File: src/sv/assert_macros.svh
// Assertion macros shared by the RTL of the grain translator.
`ifndef ASSERT_MACROS_SVH
`define ASSERT_MACROS_SVH

`ifndef NO_ASSERTIONS

// Property must hold at every clock edge outside reset.
`define ASSERT_AT(name, clk, rst, prop) \
   name: assert property (@(posedge clk) disable iff (rst) prop) \
      else $error("assertion failed");

// Expression must never be true outside reset.
`define ASSERT_NEVER(name, clk, rst, expr) \
   name: assert property (@(posedge clk) disable iff (rst) !(expr)) \
      else $error("forbidden condition seen");

`else

`define ASSERT_AT(name, clk, rst, prop)
`define ASSERT_NEVER(name, clk, rst, expr)

`endif

`endif

File: src/sv/sdgt_pkg.sv
// Types, constants and helpers shared by the grain translator modules.
`timescale 1ns / 1ps

package sdgt_pkg;

   // Metadata store geometry
   localparam int META_WORDS      = 16384;
   localparam int META_AW         = 14;
   localparam int WORDS_PER_BLOCK = 128;
   localparam int WPB_LOG2        = 7;
   localparam int BLK_FIELD_W     = META_AW - WPB_LOG2;

   // Front-to-back queue
   localparam int QUEUE_DEPTH = 2;
   localparam int QPTR_W      = 1;
   localparam int QCNT_W      = 2;

   localparam int CSR_INDEX_W = 3;
   localparam int CSR_DATA_W  = 32;
   localparam int ENTRY_ADDR_W = 41;

   typedef enum logic [1:0] {
      KIND_LOAD  = 2'd0,
      KIND_READ  = 2'd1,
      KIND_WRITE = 2'd2,
      KIND_BAD   = 2'd3
   } kind_type;

   typedef enum logic [2:0] {
      ST_LOADED    = 3'd0,
      ST_READ_ZERO = 3'd1,
      ST_MAPPED    = 3'd2,
      ST_SKIPPED   = 3'd3,
      ST_ALLOCATED = 3'd4,
      ST_RANGE     = 3'd5
   } status_type;

   typedef enum logic [CSR_INDEX_W-1:0] {
      CSR_GRAIN_LOG2 = 3'd0,
      CSR_TABLE_LOG2 = 3'd1,
      CSR_PRIM_DIR   = 3'd2,
      CSR_RED_DIR    = 3'd3,
      CSR_RED_EN     = 3'd4,
      CSR_FIRST_FREE = 3'd5
   } csr_index_type;

   typedef enum logic [1:0] {
      OP_LOAD   = 2'd0,
      OP_REJECT = 2'd1,
      OP_LOOKUP = 2'd2
   } op_type;

   typedef enum logic [2:0] {
      BK_IDLE = 3'd0,
      BK_DIR  = 3'd1,
      BK_TAB  = 3'd2,
      BK_RDIR = 3'd3,
      BK_WR2  = 3'd4
   } back_state_type;

   typedef struct packed {
      logic [4:0] grain_log2;
      logic [4:0] table_log2;
      logic [6:0] prim_dir;
      logic [6:0] red_dir;
      logic       red_en;
   } cfg_type;

   // One classified item as it travels from front to back
   typedef struct packed {
      op_type             op;
      logic               is_write;
      logic               all_zero;
      logic               pdir_oob;
      logic               rdir_oob;
      logic [META_AW-1:0] pdir_addr;
      logic [META_AW-1:0] rdir_addr;
      logic [31:0]        gt_index;
      logic [31:0]        goff;
      logic [META_AW-1:0] meta_addr;
      logic [31:0]        meta_word;
   } job_type;

   typedef struct packed {
      status_type              status;
      logic [31:0]             phys;
      logic [31:0]             new_grain;
      logic [ENTRY_ADDR_W-1:0] prim_addr;
      logic [ENTRY_ADDR_W-1:0] red_addr;
      logic                    red_write;
   } rsp_type;

   typedef struct packed {
      logic               oob;
      logic [META_AW-1:0] addr;
   } addr_chk_type;

   // Word address blk * WORDS_PER_BLOCK + idx, flagged when beyond the store
   function automatic addr_chk_type block_addr(input logic [31:0] blk,
                                               input logic [31:0] idx);
      logic [META_AW:0] sum;
      addr_chk_type     r;
      sum = {1'b0, blk[BLK_FIELD_W-1:0], {WPB_LOG2{1'b0}}} + {1'b0, idx[META_AW-1:0]};
      r.oob  = (|blk[31:BLK_FIELD_W]) | (|idx[31:META_AW]) | sum[META_AW];
      r.addr = sum[META_AW-1:0];
      return r;
   endfunction

endpackage

File: src/sv/sdgt_queue.sv
// Short job queue between the front and back ends.
`timescale 1ns / 1ps

module sdgt_queue (
   input  logic               clock,
   input  logic               reset,
   input  logic               push,
   input  sdgt_pkg::job_type  push_job,
   input  logic               pop,
   output sdgt_pkg::job_type  head_job,
   output logic               head_valid,
   output logic               full
);

   sdgt_pkg::job_type                  slot_ff [sdgt_pkg::QUEUE_DEPTH];
   logic [sdgt_pkg::QPTR_W-1:0]        wr_ptr_ff, wr_ptr_in;
   logic [sdgt_pkg::QPTR_W-1:0]        rd_ptr_ff, rd_ptr_in;
   logic [sdgt_pkg::QCNT_W-1:0]        count_ff, count_in;

   assign head_job   = slot_ff[rd_ptr_ff];
   assign head_valid = (count_ff != '0);
   assign full       = (count_ff == sdgt_pkg::QCNT_W'(sdgt_pkg::QUEUE_DEPTH));

   // Pointer and fill bookkeeping
   always_comb begin
      wr_ptr_in = push ? wr_ptr_ff + 1'b1 : wr_ptr_ff;
      rd_ptr_in = pop  ? rd_ptr_ff + 1'b1 : rd_ptr_ff;
      count_in  = count_ff;
      if (push && !pop) begin
         count_in = count_ff + 1'b1;
      end else if (pop && !push) begin
         count_in = count_ff - 1'b1;
      end
   end

   always_ff @(posedge clock) begin
      if (reset) begin
         wr_ptr_ff <= '0;
         rd_ptr_ff <= '0;
         count_ff  <= '0;
      end else begin
         wr_ptr_ff <= wr_ptr_in;
         rd_ptr_ff <= rd_ptr_in;
         count_ff  <= count_in;
      end
   end

   // Payload slots
   always_ff @(posedge clock) begin
      if (push) begin
         slot_ff[wr_ptr_ff] <= push_job;
      end
   end

endmodule

File: config.mk
export PLATFORM = sky130hd
export DESIGN_NAME = sdgt_queue
export DESIGN_NICKNAME = d
export VERILOG_FILES = /design/src/sv/assert_macros.svh /design/src/sv/sdgt_pkg.sv /design/src/sv/sdgt_queue.sv
export SDC_FILE = /design/constraint.sdc
export NUM_CORES = 1
export LEC_CHECK = 0
export BUFFER_PORTS_ARGS = -buffer_cell sky130_fd_sc_hd__buf_2
export CORE_MARGIN = 2
export CORE_UTILIZATION = 55
export CTS_CLUSTER_DIAMETER = 200
export CTS_CLUSTER_SIZE = 16
export DETAILED_ROUTE_END_ITERATION = 6
export PLACE_DENSITY = 0.85
export SETUP_SLACK_MARGIN = 0.02
export SYNTH_ARGS = -nofsm -noshare
export SYNTH_HDL_FRONTEND = slang
export SYNTH_SLANG_ARGS = --single-unit
export TNS_END_PERCENT = 20
File: constraint.sdc
create_clock -name clock -period 22 [get_ports clock]
set_input_delay 0 -clock clock [delete_from_list [all_inputs] [get_ports clock]]
set_output_delay 0 -clock clock [all_outputs]
set_load 0.05 [all_outputs]
==> results.py, run 1 <==
metrics = {
    "sta": {
        "min_period_ns": 2.63,
        "fmax_mhz": 380,
        "final_hold_viol_count": 0,
        "final-setup-viol-count": 0,
        "slew_headroom": 0.252,
        "finClkSkew_ns": 0.0239,
        "grt_setup_unrepaired": "no",
        "slew_violations": 0,
        "layout_worst_path_cycle_share": 0.120,
        "layout_setup_ws_ns": 19.37,
        "finalSetupTns_ns": 0,
        "fin_hold_ws_ns": 0.209,
        "worst_pin_slew_ns": 1.12,
    },
    "power": {
        "share_seq_of_total_power": 0.514,
        "net_switching_power_uw": 359,
        "power.switching_fraction": 0.279,
        "peak_supply_drop_v": 0.0000790,
        "power.combinational.fraction": 0.200,
        "pwr_density_cell_nw_per_um2": 87.8,
        "intPower_uw": 928,
        "power.static_leakage_uw": 0.00567,
        "power_total_uw": 1290,
        "p_clk_frac": 0.286,
    },
    "finish": {
        "final_layout_size_suffix_gt1_frac": 0.504,
        "fillerInstances": 1065,
        "area_delta_synth_final_pct": 35.4,
        "post-route-cell-area_um2": 14700,
        "number_of_nets_in_the_layout": 1074,
    },
    "logic_synthesis": {
        "syn-cell-area_um2": 10800,
        "synth_warnings": 0,
        "synth-seq-cells": 293,
        "syn_nets": 619,
        "syn_avg_cell_area_um2": 23.0,
        "synth_sequential_area_ratio": 0.808,
        "netlist_instances": 470,
        "yosys.cell_types.count": 17,
    },
    "routing": {
        "drtIter0Drc": 300,
        "drt-vias-per-instance": 5.16,
        "wirelength_routed_mm": 24.4,
        "drt_drc_violations_left": 0,
        "wl_per_cell_um": 20.3,
        "drtAntennaViolNets": 0,
        "vias": 6190,
        "drt-pass1-iter-count": 4,
    },
    "grt": {
        "busiest_layer": "met2",
        "gr-usage-met1": 0.251,
        "grt_pass1_wl_mm": 35.3,
        "use_met3": 0.0497,
        "grt_max_degree": 84,
        "met2_usage": 0.418,
        "global_route.overflow_total": 0,
        "globalRouteTotalUtil": 0.225,
        "grt_antenna_before_repair": 1,
        "grt_pass1_vias": 6749,
    },
    "placed_design": {
        "hpwlAfterDp_mm": 13.2,
        "placed_cell_area_um2": 12600,
        "placement.io_buffers": 293,
        "dp_worst_setup_slack_ns": 19.40,
        "globalplace.congestion": 0.716,
    },
    "floorplanning": {
        "width_of_the_die_um": 144,
        "die_h_um": 144,
        "rows": 51,
        "ios": 294,
        "floorplan.core_area_um2": 19400,
        "floorplan.die_area_um2": 20800,
        "initial_utilization": 0.558,
    },
    "job": {
        "maxCapViolCount": 0,
    },
    "setup_path": {
        "required_ns": 22.12,
        "worst-endpoint-arrival_ns": 2.75,
        "critical_path.max_fanout": 80,
        "worstSetupEndpointType": "flop",
        "timing.setup.critical_path_class": "reg2reg",
        "start_kind": "flop",
    },
    "clocking": {
        "numClockSinks": 293,
        "clk-insertion-delay-late_ns": 0.52,
        "cts-root-to-sink-buffers": 3,
        "clk_pin_slew_ns": 0.07,
        "cts_root_buf": "clkbuf_16",
        "ctsResizeCount": 0,
        "cts_made_buffers": 22,
        "cts_tree": "yes",
        "cts.htree.levels": 1,
    },
    "worst_hold_path": {
        "hold_path_class": "in2reg",
    },
    "status": {
        "outcome": "complete, no violations",
    },
}
## cell usage after synthesis, drive strengths merged
library cell	number	area share
a21oi	1	0.00046
and2	1	0.00058
buf	16	0.012
dfxtp	5	0.0092
edfxtp	288	0.80
ha	1	0.0012
inv	1	0.00035
mux2	144	0.17
nor2	4	0.0014
nor2b	2	0.0012
o21ai	1	0.00046
or2	1	0.00058
or3	1	0.00058
xnor2	2	0.0016
xor2	2	0.0016
## cell families (layout without fill, tap and decap cells)
logic type      after synthesis  count (layout)  synth area share
buf+inv                      17             479            0.0124
fa+ha+maj                     1               1           0.00115
flops                       293             293             0.808
simple gates                  9               9           0.00427
other cells                   0               2                 0
xor+xnor                      4               4           0.00323
compound gates                2               2          0.000923
mux                         144             144             0.170
## path summary, 6_finish.rpt
| path | from | endpoint | slack, ns | depth (start not counted) |
|---|---|---|---|---|
| worst min-delay path | push_job[114] | slot_ff[1][114] | 0.21 | 2 |
| worst max register to register | wr_ptr_ff | slot_ff[1][44] | 19.37 | 2 |
| worst min register to register | count_ff[1] | count_ff[1] | 0.52 | 2 |
| worst max-delay path | wr_ptr_ff | slot_ff[1][44] | 19.37 | 2 |
## metrics by stage
stage,cells,utilization
after floorplan,470,-
after global placement,1017,0.647
after detailed placement,1017,0.647
after CTS,1197,0.756
after global routing,1198,0.756
final,1199,0.756
## worst max-delay path, stage by stage, from the launching register on
cell and delay (ns):
dfxtp_1 0.43, and2_4 0.76, buf_4 0.92
## state kept, by name, summed over array words and instances, names as in the netlist, named ones only
register,flops
wr_ptr_ff,1
count_ff,2
slot_ff,288
rd_ptr_ff,1
## area by class of cell
class | count | area, um2 | share of cell area
antenna | 2 | 5.00 | 0.000341
clock buffer | 30 | 602 | 0.0410
clock inverter | 1 | 16.3 | 0.00111
inverter | 1 | 3.75 | 0.000256
multi-input combinational | 160 | 1960 | 0.134
sequential | 293 | 8750 | 0.597
tap | 265 | 332 | 0.0226
timing repair buffer | 447 | 3000 | 0.204
## what timing repair did
action / in CTS / in global routing
buffers inserted: 0 / 0
hold buffers: 149 / 0
hold endpoints to repair: 293 / 0
endpoints found under the setup margin: 0 / 0
## power groups by stage
stage	combinational, uW	clock, uW	sequential (uW)
final	257	368	662
after global routing	268	395	665
after CTS	255	371	661
after detailed placement	233	0	673
after global placement	228	0	670
after floorplan	179	0	675
## routing by layer
| layer | part of all wire | up-vias |
|---|---|---|
| li1 | - | 2761 |
| met1 | 0.36 | 3051 |
| met2 | 0.53 | 306 |
| met3 | 0.072 | 72 |
| met4 | 0.040 | 0 |
| met5 | 0 | - |
## cell usage in the layout, fill, tap and decap left out
cell type	netlist	routed
buf_2	8	293
edfxtp_1	288	288
dlygate4sd3_1	0	149
mux2_2	84	84
mux2_4	60	60
clkbuf_16	0	23
clkbuf_1	0	7
buf_4	0	5
nor2_1	4	4
dfxtp_1	5	4
diode_2	0	2
xor2_1	2	2
xnor2_1	2	2
or2_2	1	1
nor2b_1	2	1
and2_4	0	1
inv_1	1	1
nor2b_4	0	1
o21ai_0	1	1
or3_1	1	1
a21oi_1	1	1
ha_1	1	1
dfxtp_4	0	1
clkinv_8	0	1
(Power assumes the default switching activity.)
==> run 2, diff against run 1 <==
--- a/config.mk
+++ b/config.mk
@@ -7,11 +7,11 @@
 export LEC_CHECK = 0
 export BUFFER_PORTS_ARGS = -buffer_cell sky130_fd_sc_hd__buf_2
 export CORE_MARGIN = 2
-export CORE_UTILIZATION = 55
+export CORE_UTILIZATION = 52
 export CTS_CLUSTER_DIAMETER = 200
 export CTS_CLUSTER_SIZE = 16
 export DETAILED_ROUTE_END_ITERATION = 6
-export PLACE_DENSITY = 0.85
+export PLACE_DENSITY = 0.81
 export SETUP_SLACK_MARGIN = 0.02
 export SYNTH_ARGS = -nofsm -noshare
 export SYNTH_HDL_FRONTEND = slang
==> constraint.sdc (replaced) <==
create_clock -name clock -period 2.5 [get_ports clock]
set_input_delay 0 -clock clock [delete_from_list [all_inputs] [get_ports clock]]
set_output_delay 0 -clock clock [all_outputs]
set_load 0.05 [all_outputs]
==> run 2 against run 1 <==
Register-to-register slack worse by 18 ns. Critical path depth is 1 higher. Combinational power grew to 8.8 times the previous value. Sequential share of layout area is 0.82 points lower. Cell area is 1.4% higher. Non-clock buffer count is 10 higher. Global-route usage is 1.7 points lower. Clock power grew to 8.9 times the previous value. Die area is 5.6% higher. First-iteration DRC count stayed put. Routed wire length is 3.2% lower. Critical path type is now reg2out. Highest routed layer unchanged.
==> results.py, run 2 (synthesis results as in run 1) <==
metrics = {
    "status": {
        "outcome": "complete, no violations",
    },
    "sta": {
        "fmax_mhz": 448,
        "finClkSkew_ns": 0.0140,
        "min_period_ns": 2.23,
        "grt_setup_unrepaired": "no",
        "layout_worst_path_cycle_share": 0.894,
        "slew_headroom": 0.520,
        "final-setup-viol-count": 0,
        "slew_violations": 0,
        "finalSetupTns_ns": 0,
        "worst_pin_slew_ns": 0.719,
        "fin_hold_ws_ns": 0.0476,
        "final_hold_viol_count": 0,
    },
    "worst_hold_path": {
        "hold_end": "count_ff[0]",
        "hold-path-cell-count": 4,
        "hold_path_class": "in2reg",
        "worst_hold_startpoint": "push",
    },
    "clocking": {
        "cts_tree": "yes",
        "cts_made_buffers": 22,
        "clk-insertion-delay-late_ns": 0.50,
        "cts_root_buf": "clkbuf_16",
        "post-cts-setup-buffer-count": 0,
        "cts-root-to-sink-buffers": 3,
        "cts.htree.levels": 1,
        "numClockSinks": 293,
        "clk_pin_slew_ns": 0.07,
        "ctsResizeCount": 0,
    },
    "floorplanning": {
        "floorplan.die_area_um2": 22000,
        "width_of_the_die_um": 148,
        "floorplan.core_area_um2": 20400,
        "rows": 52,
        "ios": 294,
        "die_h_um": 148,
        "initial_utilization": 0.532,
    },
    "power": {
        "peak_supply_drop_v": 0.000530,
        "power.static_leakage_uw": 0.00576,
        "pwr_density_cell_nw_per_um2": 766,
    },
    "setup_path": {
        "internal_reg_to_reg_setup_slack_ns": 1.14,
        "worstSetupEndpointType": "primary output",
        "reg2reg_to": "slot_ff[1][103]",
        "timing.setup.critical_path_class": "reg2out",
        "crit_buf_inv": 2,
        "worst_r2r_startpoint": "wr_ptr_ff",
        "worst-endpoint-arrival_ns": 2.23,
        "start_kind": "flop",
        "critPathSlowestCell": "dfxtp_4",
        "reg2reg_depth": 2,
        "required_ns": 2.50,
        "cpPeakStageDelay_ns": 0.82,
        "critPathTopFamily": "flip-flops",
        "critical_path.max_fanout": 46,
        "crit_chain": "buf_4 > mux2_2 > buf_2",
    },
    "routing": {
        "vias": 6120,
        "drt_drc_violations_left": 0,
        "drt-pass1-iter-count": 4,
        "wirelength_routed_mm": 23.6,
        "drtIter0Drc": 300,
        "drtAntennaViolNets": 0,
        "drt-vias-per-instance": 5.01,
        "wl_per_cell_um": 19.3,
    },
    "grt": {
        "grt_max_degree": 81,
        "grt_pass1_vias": 6661,
        "globalRouteTotalUtil": 0.208,
        "global_route.overflow_total": 0,
        "grt_pass1_wl_mm": 35.4,
        "grt_antenna_before_repair": 0,
    },
    "placed_design": {
        "placement.io_buffers": 293,
        "hpwlAfterDp_mm": 14.1,
        "globalplace.congestion": 0.789,
    },
    "finish": {
        "seqCellArea_um2": 8750,
        "layout_common_cells": "buf_2 (293), edfxtp_1 (288), dlygate4sd3_1 (147)",
        "multi_input_comb_area_um2": 1960,
        "fillerInstances": 1141,
        "largest_registers": "slot_ff x288, count_ff x2",
        "final_layout_size_suffix_gt1_frac": 0.508,
        "largest_register_ff_count": 288,
        "commonest_non_fill_non_tap_cell_in_the_layout": "buf_2",
        "area_delta_synth_final_pct": 37.3,
        "antenna-diode-count": 0,
        "number_of_nets_in_the_layout": 1084,
        "largest-register": "slot_ff",
    },
    "job": {
        "maxCapViolCount": 0,
    },
}
-- run 2: timing repair --
action | in CTS | in global routing
hold buffers | 147 | 0
endpoints found under the hold margin | 293 | 0
setup endpoints to repair | 0 | 0
-- run 2: area by class of cell --
type,count,share of cell area
Sequential cell,293,0.589
Timing Repair Buffer,457,0.213
Multi-Input combinational cell,160,0.132
Clock buffer,39,0.0427
Tap cell,270,0.0227
Clock inverter,1,0.00109
Inverter,1,0.000252
-- run 2: tightest hold or removal path: stages --
cell	delay (ns)
buf_2	0.13
ha_1	0.20
xor2_1	0.09
nor2_1	0.09
-- run 2: where the power goes --
| group | internal, uW | total, uW | switching, uW | leakage (uW) |
|---|---|---|---|---|
| combinational | 798 | 2270 | 1480 | 0.00271 |
| sequential | 5730 | 5850 | 118 | 0.00275 |
| clock | 1730 | 3270 | 1530 | 0.000309 |
| total | 8260 | 11400 | 3130 | 0.00576 |
-- run 2: worst max-delay path by stage --
stage | endpoint | slack (ns) | cells after the start
6_report | head_job[8] | 0.27 | 3
5_1_grt | head_job[8] | 0.16 | 3
4_1_cts | head_job[3] | 0.23 | 3
3_5_place_dp | head_job[3] | 0.78 | 3
3_3_place_gp | head_job[11] | 0.81 | 3
2_1_floorplan | slot_ff[0][0] | -0.38 | 1
-- run 2: per-layer routing --
metal  vias to the layer above  routed length, um  GRT usage
met4                         0                606     0.0619
met1                      3008               8960      0.250
met2                       277              12600      0.388
met5                         -                  0          0
li1                       2790                  -          -
met3                        45               1470     0.0347
-- run 2: per-stage QoR --
step | cell area [um2] | setup slack (ns) | cells | power, uW | util
2_1_floorplan | 10800 | -0.381 | 470 | 7480 | -
3_3_place_gp | 12700 | 0.813 | 1034 | 7970 | 0.626
3_5_place_dp | 12700 | 0.779 | 1034 | 8030 | 0.626
4_1_cts | 14900 | 0.235 | 1221 | 11500 | 0.730
5_1_grt | 14900 | 0.163 | 1221 | 11800 | 0.730
6_report | 14900 | 0.266 | 1221 | 11400 | 0.730
