**config.mk**
```make
export PLATFORM = sky130hd
export DESIGN_NAME = sdgt_front
export DESIGN_NICKNAME = d
export VERILOG_FILES = /design/src/sv/assert_macros.svh /design/src/sv/sdgt_pkg.sv /design/src/sv/sdgt_front.sv
export SDC_FILE = /design/constraint.sdc
export NUM_CORES = 1
export LEC_CHECK = 0
export BUFFER_PORTS_ARGS = -buffer_cell sky130_fd_sc_hd__buf_2
export CORE_MARGIN = 2
export CORE_UTILIZATION = 53
export DETAILED_ROUTE_END_ITERATION = 8
export MAX_ROUTING_LAYER = met4
export PLACE_DENSITY_LB_ADDON = 0.2
export SLEW_MARGIN = 20
export SYNTH_ARGS = -nofsm -noshare
export SYNTH_HDL_FRONTEND = slang
export SYNTH_SLANG_ARGS = --single-unit
```
**constraint.sdc**
```tcl
create_clock -name vclk -period 10.9
set_input_delay 1.635 -clock vclk [all_inputs]
set_output_delay 1.635 -clock vclk [all_outputs]
set_load 0.01 [all_outputs]
```
**src/sv/assert_macros.svh**
```systemverilog
// Assertion macros shared by the RTL of the grain translator.
`ifndef ASSERT_MACROS_SVH
`define ASSERT_MACROS_SVH

`ifndef NO_ASSERTIONS

// Property must hold at every clock edge outside reset.
`define ASSERT_AT(name, clk, rst, prop) \
   name: assert property (@(posedge clk) disable iff (rst) prop) \
      else $error("assertion failed");

// Expression must never be true outside reset.
`define ASSERT_NEVER(name, clk, rst, expr) \
   name: assert property (@(posedge clk) disable iff (rst) !(expr)) \
      else $error("forbidden condition seen");

`else

`define ASSERT_AT(name, clk, rst, prop)
`define ASSERT_NEVER(name, clk, rst, expr)

`endif

`endif

```
**src/sv/sdgt_pkg.sv**
```systemverilog
// Types, constants and helpers shared by the grain translator modules.
`timescale 1ns / 1ps

package sdgt_pkg;

   // Metadata store geometry
   localparam int META_WORDS      = 16384;
   localparam int META_AW         = 14;
   localparam int WORDS_PER_BLOCK = 128;
   localparam int WPB_LOG2        = 7;
   localparam int BLK_FIELD_W     = META_AW - WPB_LOG2;

   // Front-to-back queue
   localparam int QUEUE_DEPTH = 2;
   localparam int QPTR_W      = 1;
   localparam int QCNT_W      = 2;

   localparam int CSR_INDEX_W = 3;
   localparam int CSR_DATA_W  = 32;
   localparam int ENTRY_ADDR_W = 41;

   typedef enum logic [1:0] {
      KIND_LOAD  = 2'd0,
      KIND_READ  = 2'd1,
      KIND_WRITE = 2'd2,
      KIND_BAD   = 2'd3
   } kind_type;

   typedef enum logic [2:0] {
      ST_LOADED    = 3'd0,
      ST_READ_ZERO = 3'd1,
      ST_MAPPED    = 3'd2,
      ST_SKIPPED   = 3'd3,
      ST_ALLOCATED = 3'd4,
      ST_RANGE     = 3'd5
   } status_type;

   typedef enum logic [CSR_INDEX_W-1:0] {
      CSR_GRAIN_LOG2 = 3'd0,
      CSR_TABLE_LOG2 = 3'd1,
      CSR_PRIM_DIR   = 3'd2,
      CSR_RED_DIR    = 3'd3,
      CSR_RED_EN     = 3'd4,
      CSR_FIRST_FREE = 3'd5
   } csr_index_type;

   typedef enum logic [1:0] {
      OP_LOAD   = 2'd0,
      OP_REJECT = 2'd1,
      OP_LOOKUP = 2'd2
   } op_type;

   typedef enum logic [2:0] {
      BK_IDLE = 3'd0,
      BK_DIR  = 3'd1,
      BK_TAB  = 3'd2,
      BK_RDIR = 3'd3,
      BK_WR2  = 3'd4
   } back_state_type;

   typedef struct packed {
      logic [4:0] grain_log2;
      logic [4:0] table_log2;
      logic [6:0] prim_dir;
      logic [6:0] red_dir;
      logic       red_en;
   } cfg_type;

   // One classified item as it travels from front to back
   typedef struct packed {
      op_type             op;
      logic               is_write;
      logic               all_zero;
      logic               pdir_oob;
      logic               rdir_oob;
      logic [META_AW-1:0] pdir_addr;
      logic [META_AW-1:0] rdir_addr;
      logic [31:0]        gt_index;
      logic [31:0]        goff;
      logic [META_AW-1:0] meta_addr;
      logic [31:0]        meta_word;
   } job_type;

   typedef struct packed {
      status_type              status;
      logic [31:0]             phys;
      logic [31:0]             new_grain;
      logic [ENTRY_ADDR_W-1:0] prim_addr;
      logic [ENTRY_ADDR_W-1:0] red_addr;
      logic                    red_write;
   } rsp_type;

   typedef struct packed {
      logic               oob;
      logic [META_AW-1:0] addr;
   } addr_chk_type;

   // Word address blk * WORDS_PER_BLOCK + idx, flagged when beyond the store
   function automatic addr_chk_type block_addr(input logic [31:0] blk,
                                               input logic [31:0] idx);
      logic [META_AW:0] sum;
      addr_chk_type     r;
      sum = {1'b0, blk[BLK_FIELD_W-1:0], {WPB_LOG2{1'b0}}} + {1'b0, idx[META_AW-1:0]};
      r.oob  = (|blk[31:BLK_FIELD_W]) | (|idx[31:META_AW]) | sum[META_AW];
      r.addr = sum[META_AW-1:0];
      return r;
   endfunction

endpackage

```
**src/sv/sdgt_front.sv**
```systemverilog
// Front end: accepts items and classifies them into jobs for the back end.
`timescale 1ns / 1ps

module sdgt_front (
   input  sdgt_pkg::cfg_type  cfg,
   input  logic [1:0]         req_kind,
   input  logic [31:0]        req_block_index,
   input  logic [13:0]        req_meta_addr,
   input  logic [31:0]        req_meta_word,
   input  logic               req_block_all_zero,
   output sdgt_pkg::job_type  job
);

   logic [5:0]               split_shift;
   logic [31:0]              dir_index;
   logic [31:0]              tab_mask;
   logic [31:0]              off_mask;
   sdgt_pkg::addr_chk_type   pdir_chk;
   sdgt_pkg::addr_chk_type   rdir_chk;
   sdgt_pkg::kind_type       kind;

   // Split the block index into directory, table and offset parts
   assign split_shift = {1'b0, cfg.grain_log2} + {1'b0, cfg.table_log2};
   assign dir_index   = req_block_index >> split_shift;
   assign tab_mask    = ~(32'hFFFF_FFFF << cfg.table_log2);
   assign off_mask    = ~(32'hFFFF_FFFF << cfg.grain_log2);
   assign pdir_chk    = sdgt_pkg::block_addr(32'(cfg.prim_dir), dir_index);
   assign rdir_chk    = sdgt_pkg::block_addr(32'(cfg.red_dir), dir_index);
   assign kind        = sdgt_pkg::kind_type'(req_kind);

   // Classify
   always_comb begin
      job.is_write  = (kind == sdgt_pkg::KIND_WRITE);
      job.all_zero  = req_block_all_zero;
      job.pdir_oob  = pdir_chk.oob;
      job.rdir_oob  = rdir_chk.oob;
      job.pdir_addr = pdir_chk.addr;
      job.rdir_addr = rdir_chk.addr;
      job.gt_index  = (req_block_index >> cfg.grain_log2) & tab_mask;
      job.goff      = req_block_index & off_mask;
      job.meta_addr = req_meta_addr;
      job.meta_word = req_meta_word;
      unique case (kind)
         sdgt_pkg::KIND_LOAD: begin
            if (32'(req_meta_addr) >= sdgt_pkg::META_WORDS) begin
               job.op = sdgt_pkg::OP_REJECT;
            end else begin
               job.op = sdgt_pkg::OP_LOAD;
            end
         end
         sdgt_pkg::KIND_READ, sdgt_pkg::KIND_WRITE: begin
            job.op = sdgt_pkg::OP_LOOKUP;
         end
         default: begin
            job.op = sdgt_pkg::OP_REJECT;
         end
      endcase
   end

endmodule

```
==> results summary, run 1 <==
The flow ran to the end, and the final reports show no timing, DRC or antenna violations. The number of endpoints with negative hold slack in the final report came out at 0. The floorplan step set the die height to 102 um. Yosys printed 0 warnings. Setup repair after global routing left no endpoint under its margin.

The routed design could run at a clock period as short as 9.39 ns. The count of different cell masters after synthesis is 63. In this run the static leakage power is 2.56 nW.

The startpoint of the worst setup timing path is cfg[21]. The total power per unit cell area came out at 93.4 mW/mm^2. The overall overflow remaining after global route came out at 0. The number of routed nets with antenna violations is 0. The highest clock rate is ~110 MHz. The hold path startpoint is req_meta_word[25]. The half-perimeter wire length after placement came out at 13,200 um. In this run the horizontal extent of the chip is roughly 100 um.

The routed layout has 5,790 vias. The count of input and output buffers came out at 153. The class of the most critical hold timing path is in2out.

The worst setup path is of the in2out kind. The sequential cell area fraction in the yosys report came out at 0%. The minimum hold slack is around 3.3 ns. The dominant cell type by area after synthesis is sky130_fd_sc_hd__mux4_2. Data on the critical path arrives at its endpoint at about 7.8 ns. The count of max-cap constraint violations came out at 0. The setup TNS is 0 ns. Row generation in the floorplan step produced 35 rows.

The sort of element at the start of the critical path is a primary input. The cell count after synthesis is just over 700. The starting DRC count in detailed routing came out at around 420. The via count of the first global-routing pass was 5,352.

The average wire length per cell after detail routing came out at around 19 um. For this run, the post-layout net count is slightly below 900. The data required time of the critical path is 9.27 ns. The number of hold-repair buffers added at the cts stage came out at 0. Fill cells in the final layout number 908. The first global-routing pass estimated 26,400 um of wire. The routability congestion estimate from global placement is 0.957. The die covers 0.0103 sq mm.

The total wire length came out at 16,900 um. The number of failing setup endpoints in the final timing report is 0. The largest voltage drop on the vdd net came out at around 0.041 mV. The total power draw came out at between 0.5 and 0.6 mW. The final cycle utilization of the critical path is between 80% and 90%. The share of Yosys cell area claimed by the top area cell type came out at 12.9%.

Buffers added to address setup during post-CTS repair amount to 0. The pin count of the biggest net entering global routing came out at 49. The netlist area before placement came out at 0.00506 sq mm. The core region is 0.00924 sq mm. The number of antenna violations at the first check in global routing is 0. After detailed routing, the number of remaining DRC violations is 0. The final sequential cell count is 0. The maximum fanout along the worst path is 39. In the final layout, flip-flops and latches occupy 0 sq um.

In the post-synthesis netlist, the biggest area contributors are sky130_fd_sc_hd__mux4_2 13%, sky130_fd_sc_hd__mux2i_1 13%, sky130_fd_sc_hd__buf_4 8.6%. The total iterations of the first detailed-routing run is 5. Summing all multi-input logic gate instances after layout gives 0.00436 sq mm. The mean number of vias per cell came out at 6.49. The average instance area after synthesis came out at 7.09 sq um. The total global routing track utilization came out at 32.1%. The number of placed I/O pins came out at 250. The pin slew with the least headroom to its limit came out at approximately 1.0 ns. The layout clock buffer count is 0.

The fraction of layout instances using a drive strength above 1 came out at 28.4%. Once the clock tree was built, the resizer swapped 0 gates to a different size. The relative slew slack is 30.0%.

The count of antenna diodes in the layout came out at 0. Relative to the synthesized area, the layout overhead comes to 6.85%. The effective utilization at floorplan is 54.8%. STA classifies the critical path endpoint as a primary output. The number of max-slew violations in the final report came out at 0.
==> cell families after synthesis <==
logic type | count (synthesis) | synth area share [%]
buffers and inverters | 130 | 14.0
AO/OA/AOI/OAI | 179 | 22.9
adder cells (fa/ha/maj) | 26 | 6.60
XOR/XNOR | 18 | 3.49
AND/OR/NAND/NOR | 244 | 22.0
other | 1 | 0.0741
multiplexers | 116 | 31.0
==> synth_stat cells (5+ instances only) <==
cell type                   n
sky130_fd_sc_hd__nand2_1   89
sky130_fd_sc_hd__nor2_1    73
sky130_fd_sc_hd__mux2i_1   65
sky130_fd_sc_hd__buf_4     58
sky130_fd_sc_hd__a21oi_1   56
sky130_fd_sc_hd__clkbuf_1  39
sky130_fd_sc_hd__o21ai_0   30
sky130_fd_sc_hd__mux4_2    29
sky130_fd_sc_hd__mux2_2    21
sky130_fd_sc_hd__a211oi_1  19
sky130_fd_sc_hd__inv_1     19
sky130_fd_sc_hd__ha_1      17
sky130_fd_sc_hd__nand3_1   17
sky130_fd_sc_hd__nor3_1    16
sky130_fd_sc_hd__buf_1     10
sky130_fd_sc_hd__o211ai_1  10
sky130_fd_sc_hd__xnor2_1   10
sky130_fd_sc_hd__o21a_1     9
sky130_fd_sc_hd__a21boi_0   8
sky130_fd_sc_hd__and3_1     8
sky130_fd_sc_hd__nor2b_1    8
sky130_fd_sc_hd__xor2_1     7
sky130_fd_sc_hd__a21o_1     6
sky130_fd_sc_hd__a31oi_1    6
sky130_fd_sc_hd__and2_1     6
sky130_fd_sc_hd__maj3_1     5
sky130_fd_sc_hd__o31ai_1    5
==> through the flow <==
step                      std cells  setup WS, ns  area, sq um  util (%)
after floorplan                 715          2.73         5060         -
after global placement          892          1.73         5410      58.5
after detailed placement        892          1.57         5410      58.5
after CTS                       892          1.57         5410      58.5
after global routing            892          1.04         5410      58.5
final                           892          1.51         5410      58.5
==> layout by cell type, fill, tap and decap left out, drive strengths merged, types with 3 or more instances in the layout <==
cell type | synthesis | layout
o211ai | 10 | 10
a21boi | 8 | 8
nor4b | 3 | 3
a31oi | 6 | 6
maj3 | 6 | 6
nor2b | 8 | 8
o21a | 9 | 9
and3 | 9 | 9
a21o | 6 | 6
o31ai | 5 | 5
and3b | 3 | 3
nand3 | 17 | 17
o22a | 3 | 3
nor2 | 73 | 73
mux4 | 30 | 30
ha | 17 | 17
xnor2 | 10 | 10
nor3 | 16 | 16
mux2 | 21 | 21
nor4 | 3 | 3
a221oi | 4 | 4
nand2b | 3 | 3
and2 | 6 | 6
a211oi | 19 | 19
o21ai | 31 | 31
buf | 72 | 159
nand2 | 89 | 89
nand4 | 4 | 4
xor2 | 8 | 8
inv | 19 | 18
a21oi | 56 | 56
nand4b | 3 | 3
o22ai | 4 | 4
fa | 3 | 3
mux2i | 65 | 65
==> critical path: stages <==
cell	delay [ns]
sky130_fd_sc_hd__buf_2	0.58
sky130_fd_sc_hd__inv_1	0.60
sky130_fd_sc_hd__fa_1	1.04
sky130_fd_sc_hd__buf_4	0.42
sky130_fd_sc_hd__mux2_2	0.41
sky130_fd_sc_hd__mux4_2	0.50
sky130_fd_sc_hd__a21oi_1	0.35
sky130_fd_sc_hd__ha_1	0.24
sky130_fd_sc_hd__inv_1	0.06
sky130_fd_sc_hd__fa_1	0.44
sky130_fd_sc_hd__nor4b_1	0.47
sky130_fd_sc_hd__nand4_1	0.16
sky130_fd_sc_hd__nand4b_1	0.24
sky130_fd_sc_hd__maj3_1	0.22
sky130_fd_sc_hd__a21oi_1	0.09
sky130_fd_sc_hd__xnor2_1	0.12
sky130_fd_sc_hd__buf_2	0.14
==> path summary, 6_finish.rpt <==
check                   to  slack (ns)  cells past startpoint
setup / recovery  job[137]        1.51                     17
hold / removal     job[25]        3.27                      0
==> layout make-up <==
| class | count | area share [%] |
|---|---|---|
| Timing Repair Buffer | 159 | 15.0 |
| Inverter | 19 | 1.32 |
| Multi-Input combinational cell | 585 | 80.7 |
| Tap cell | 129 | 2.98 |
==> routing by layer <==
layer | vias up | wire [um] | GRT usage [%]
met5 | - | 0 | -
met4 | 0 | 625 | 12.6
met3 | 52 | 1320 | 2.69
met2 | 336 | 8190 | 54.0
met1 | 2727 | 6740 | 39.8
li1 | 2675 | - | -
==> report_power, final <==
part / switching (mW) / internal, mW / leakage, nW
Sequential: 0 / 0 / 0
Combinational: 0.296 / 0.210 / 2.56
Clock: 0 / 0 / 0
(Power assumes the default switching activity.)
==> run 2, diff against run 1 <==
- PLACE_DENSITY_LB_ADDON: 0.2 -> 0.08
- SLEW_MARGIN: 20 -> unset
==> results summary, run 2 (same netlist as run 1, synthesis figures left out) <==
The post-cts repair resize count came out at 0. The pin slew with the least headroom to its limit is 1.04 ns. The number of hold-repair buffers added at the cts stage came out at 0. The post-route netlist has 28.9% of its cells at a drive strength greater than 1.

Setup repair after global routing left no endpoint under its margin. The filler cells instantiated in the layout total 925. The total power per unit cell area came out at roughly 93 mW/mm^2. The number of endpoints with negative hold slack in the final report came out at 0.

The met1 capacity usage during global routing is 41.7%. The largest voltage drop on the vdd net is about 0.038 mV. The path class of the tightest hold or removal check is in2out.

After layout, the clock buffer instance count stands at 0. The data required time of the critical path came out at 9.27 ns. The top cell types in the final layout, fill and taps aside, are 153 x sky130_fd_sc_hd__buf_2, 89 x sky130_fd_sc_hd__nand2_1, 73 x sky130_fd_sc_hd__nor2_1.

The pin count of the biggest net entering global routing came out at between 40 and 50. The half-perimeter wire length after placement is 13,200 um. Subtracting the final worst setup slack from the clock period gives about 8.7 ns. The total area inside the core boundary comes to 0.00924 sq mm.

The global-route wire length before repair came out at 25,500 um. The global routing's busiest layer is met2. The count of max-cap constraint violations is 0.

The end-of-flow core utilization came out at 58.9%. The count of antenna diodes in the layout is 0. The highest clock rate is between 100 and 150 MHz.

The average wire length per cell after detail routing came out at 18.8 um. The total DRC errors in the routed layout is 0. The count of vias placed by the detailed router is 5,696. The number of placed I/O pins came out at 250.

The total leakage power came out at 2.59 nW. The number of antenna violations at the first check in global routing is 0. Walking the worst path, the cells encountered are buf_2 -> buf_4 -> ha_2 -> inv_1 -> fa_1 -> buf_4 -> mux4_2 -> nand2_1 -> nand2_1 -> a21oi_1 -> o22ai_1 -> nand2_1 -> inv_1 -> ha_1 -> a21o_1 -> nand2_1 -> nor3_1 -> o211ai_1 -> o31ai_1 -> or3_1 -> maj3_2 -> a311o_1 -> buf_2.

The number of max-slew violations in the final report is 0. After the last flow step, the layout net total stands at 897. The final sequential cell count came out at 0. The effective utilization at floorplan is 54.8%. The total global routing track utilization is 31.4%. In the routed layout, each cell is associated on average with a via count of 6.34.

The overall overflow remaining after global route came out at 0. The count of input and output buffers is 153. The signal arrival time at the worst endpoint came out at 7.04 ns. STA classifies the critical path startpoint as a primary input. The met3 routing resource usage after global routing is 2.07%. Leaving out fill and tap cells, the most frequent cell in the layout is sky130_fd_sc_hd__buf_2. The row count is 35. The via count of the first global-routing pass came out at 5,027. The maximum fanout along the worst path is 44.

The longest individual stage delay on the worst path is 0.96 ns. The post-CTS setup repair buffer count came out at 0. The critical path in this run is classified as in2out. The footprint of the flip-flops and latches came out at 0 sq um.

The final cycle utilization of the critical path came out at 79.6%. The number of routed nets with antenna violations came out at 0. STA classifies the critical path endpoint as a primary output.

From synthesis to final layout, the design area changed by 7.59%. The vertical die dimension came out at 102 um. The relative slew slack came out at 30.7%.

The most common cell type on the critical path is sky130_fd_sc_hd__nand2_1. In this run, the number of DRC markers left after iteration 0 of detailed routing was 297. The met2 track demand over resource came out at a little over 50%.

The setup TNS came out at 0 ns. Across all hold checks on the routed design, the worst slack comes to 3.27 ns. Setup violations remaining at the end of the flow were counted as 0. Routability-driven placement finished with a final weighted congestion of between 1 and 1.5. The die covers ~0.010 sq mm. The total wire length came out at 16,900 um. The total iterations of the first detailed-routing run came out at 5.

The die span in x came out at 102 um. The worst-path cell with the longest stage delay is sky130_fd_sc_hd__fa_1. The run finished with clean final reports.
[run 2: cell count changes in the layout (fill, tap and decap cells not counted), sizes merged]
cell,previous run,this run
clkinv,1,0
buf,159,165
inv,18,19
[run 2: worst paths after layout]
kind	startpoint	end	slack (ns)	cells past startpoint
setup / recovery	cfg[20]	job[139]	2.22	23
hold / removal	req_meta_word[31]	job[31]	3.27	0
[run 2: cell type report]
class	instances	area (sq um)	area share [%]
Multi-Input combinational cell	585	4360	80.0
Inverter	19	71.3	1.31
Timing Repair Buffer	165	856	15.7
Tap cell	129	161	2.96
[run 2: layer usage]
layer / vias to the layer above / share of wire (%)
li1: 2689 / -
met1: 2673 / 41
met2: 300 / 49
met3: 34 / 7.9
met4: 0 / 2.4
met5: - / 0
[run 2: through the flow]
stage / cell area, sq um / std cells / worst slack [ns] / power (mW)
6_report: 5450 / 898 / 2.22 / 0.506
5_1_grt: 5450 / 898 / 1.79 / 0.551
4_1_cts: 5450 / 898 / 2.18 / 0.502
3_5_place_dp: 5450 / 898 / 2.17 / 0.501
3_3_place_gp: 5450 / 898 / 2.29 / 0.493
2_1_floorplan: 5060 / 715 / 2.73 / 0.380
[run 2: worst max-delay path, delay by kind of cell]
family          cells  cell delay [ns]
simple gates        6             0.85
fa+ha+maj           4             1.86
compound gates      6             1.15
mux                 1             0.37
buf+inv             6             1.14
[run 2: power breakdown]
| part | internal [mW] | switching (mW) | leakage, nW | total [mW] |
|---|---|---|---|---|
| clock | 0 | 0 | 0 | 0 |
| combinational | 0.211 | 0.295 | 2.59 | 0.506 |
| sequential | 0 | 0 | 0 | 0 |
| total | 0.211 | 0.295 | 2.59 | 0.506 |
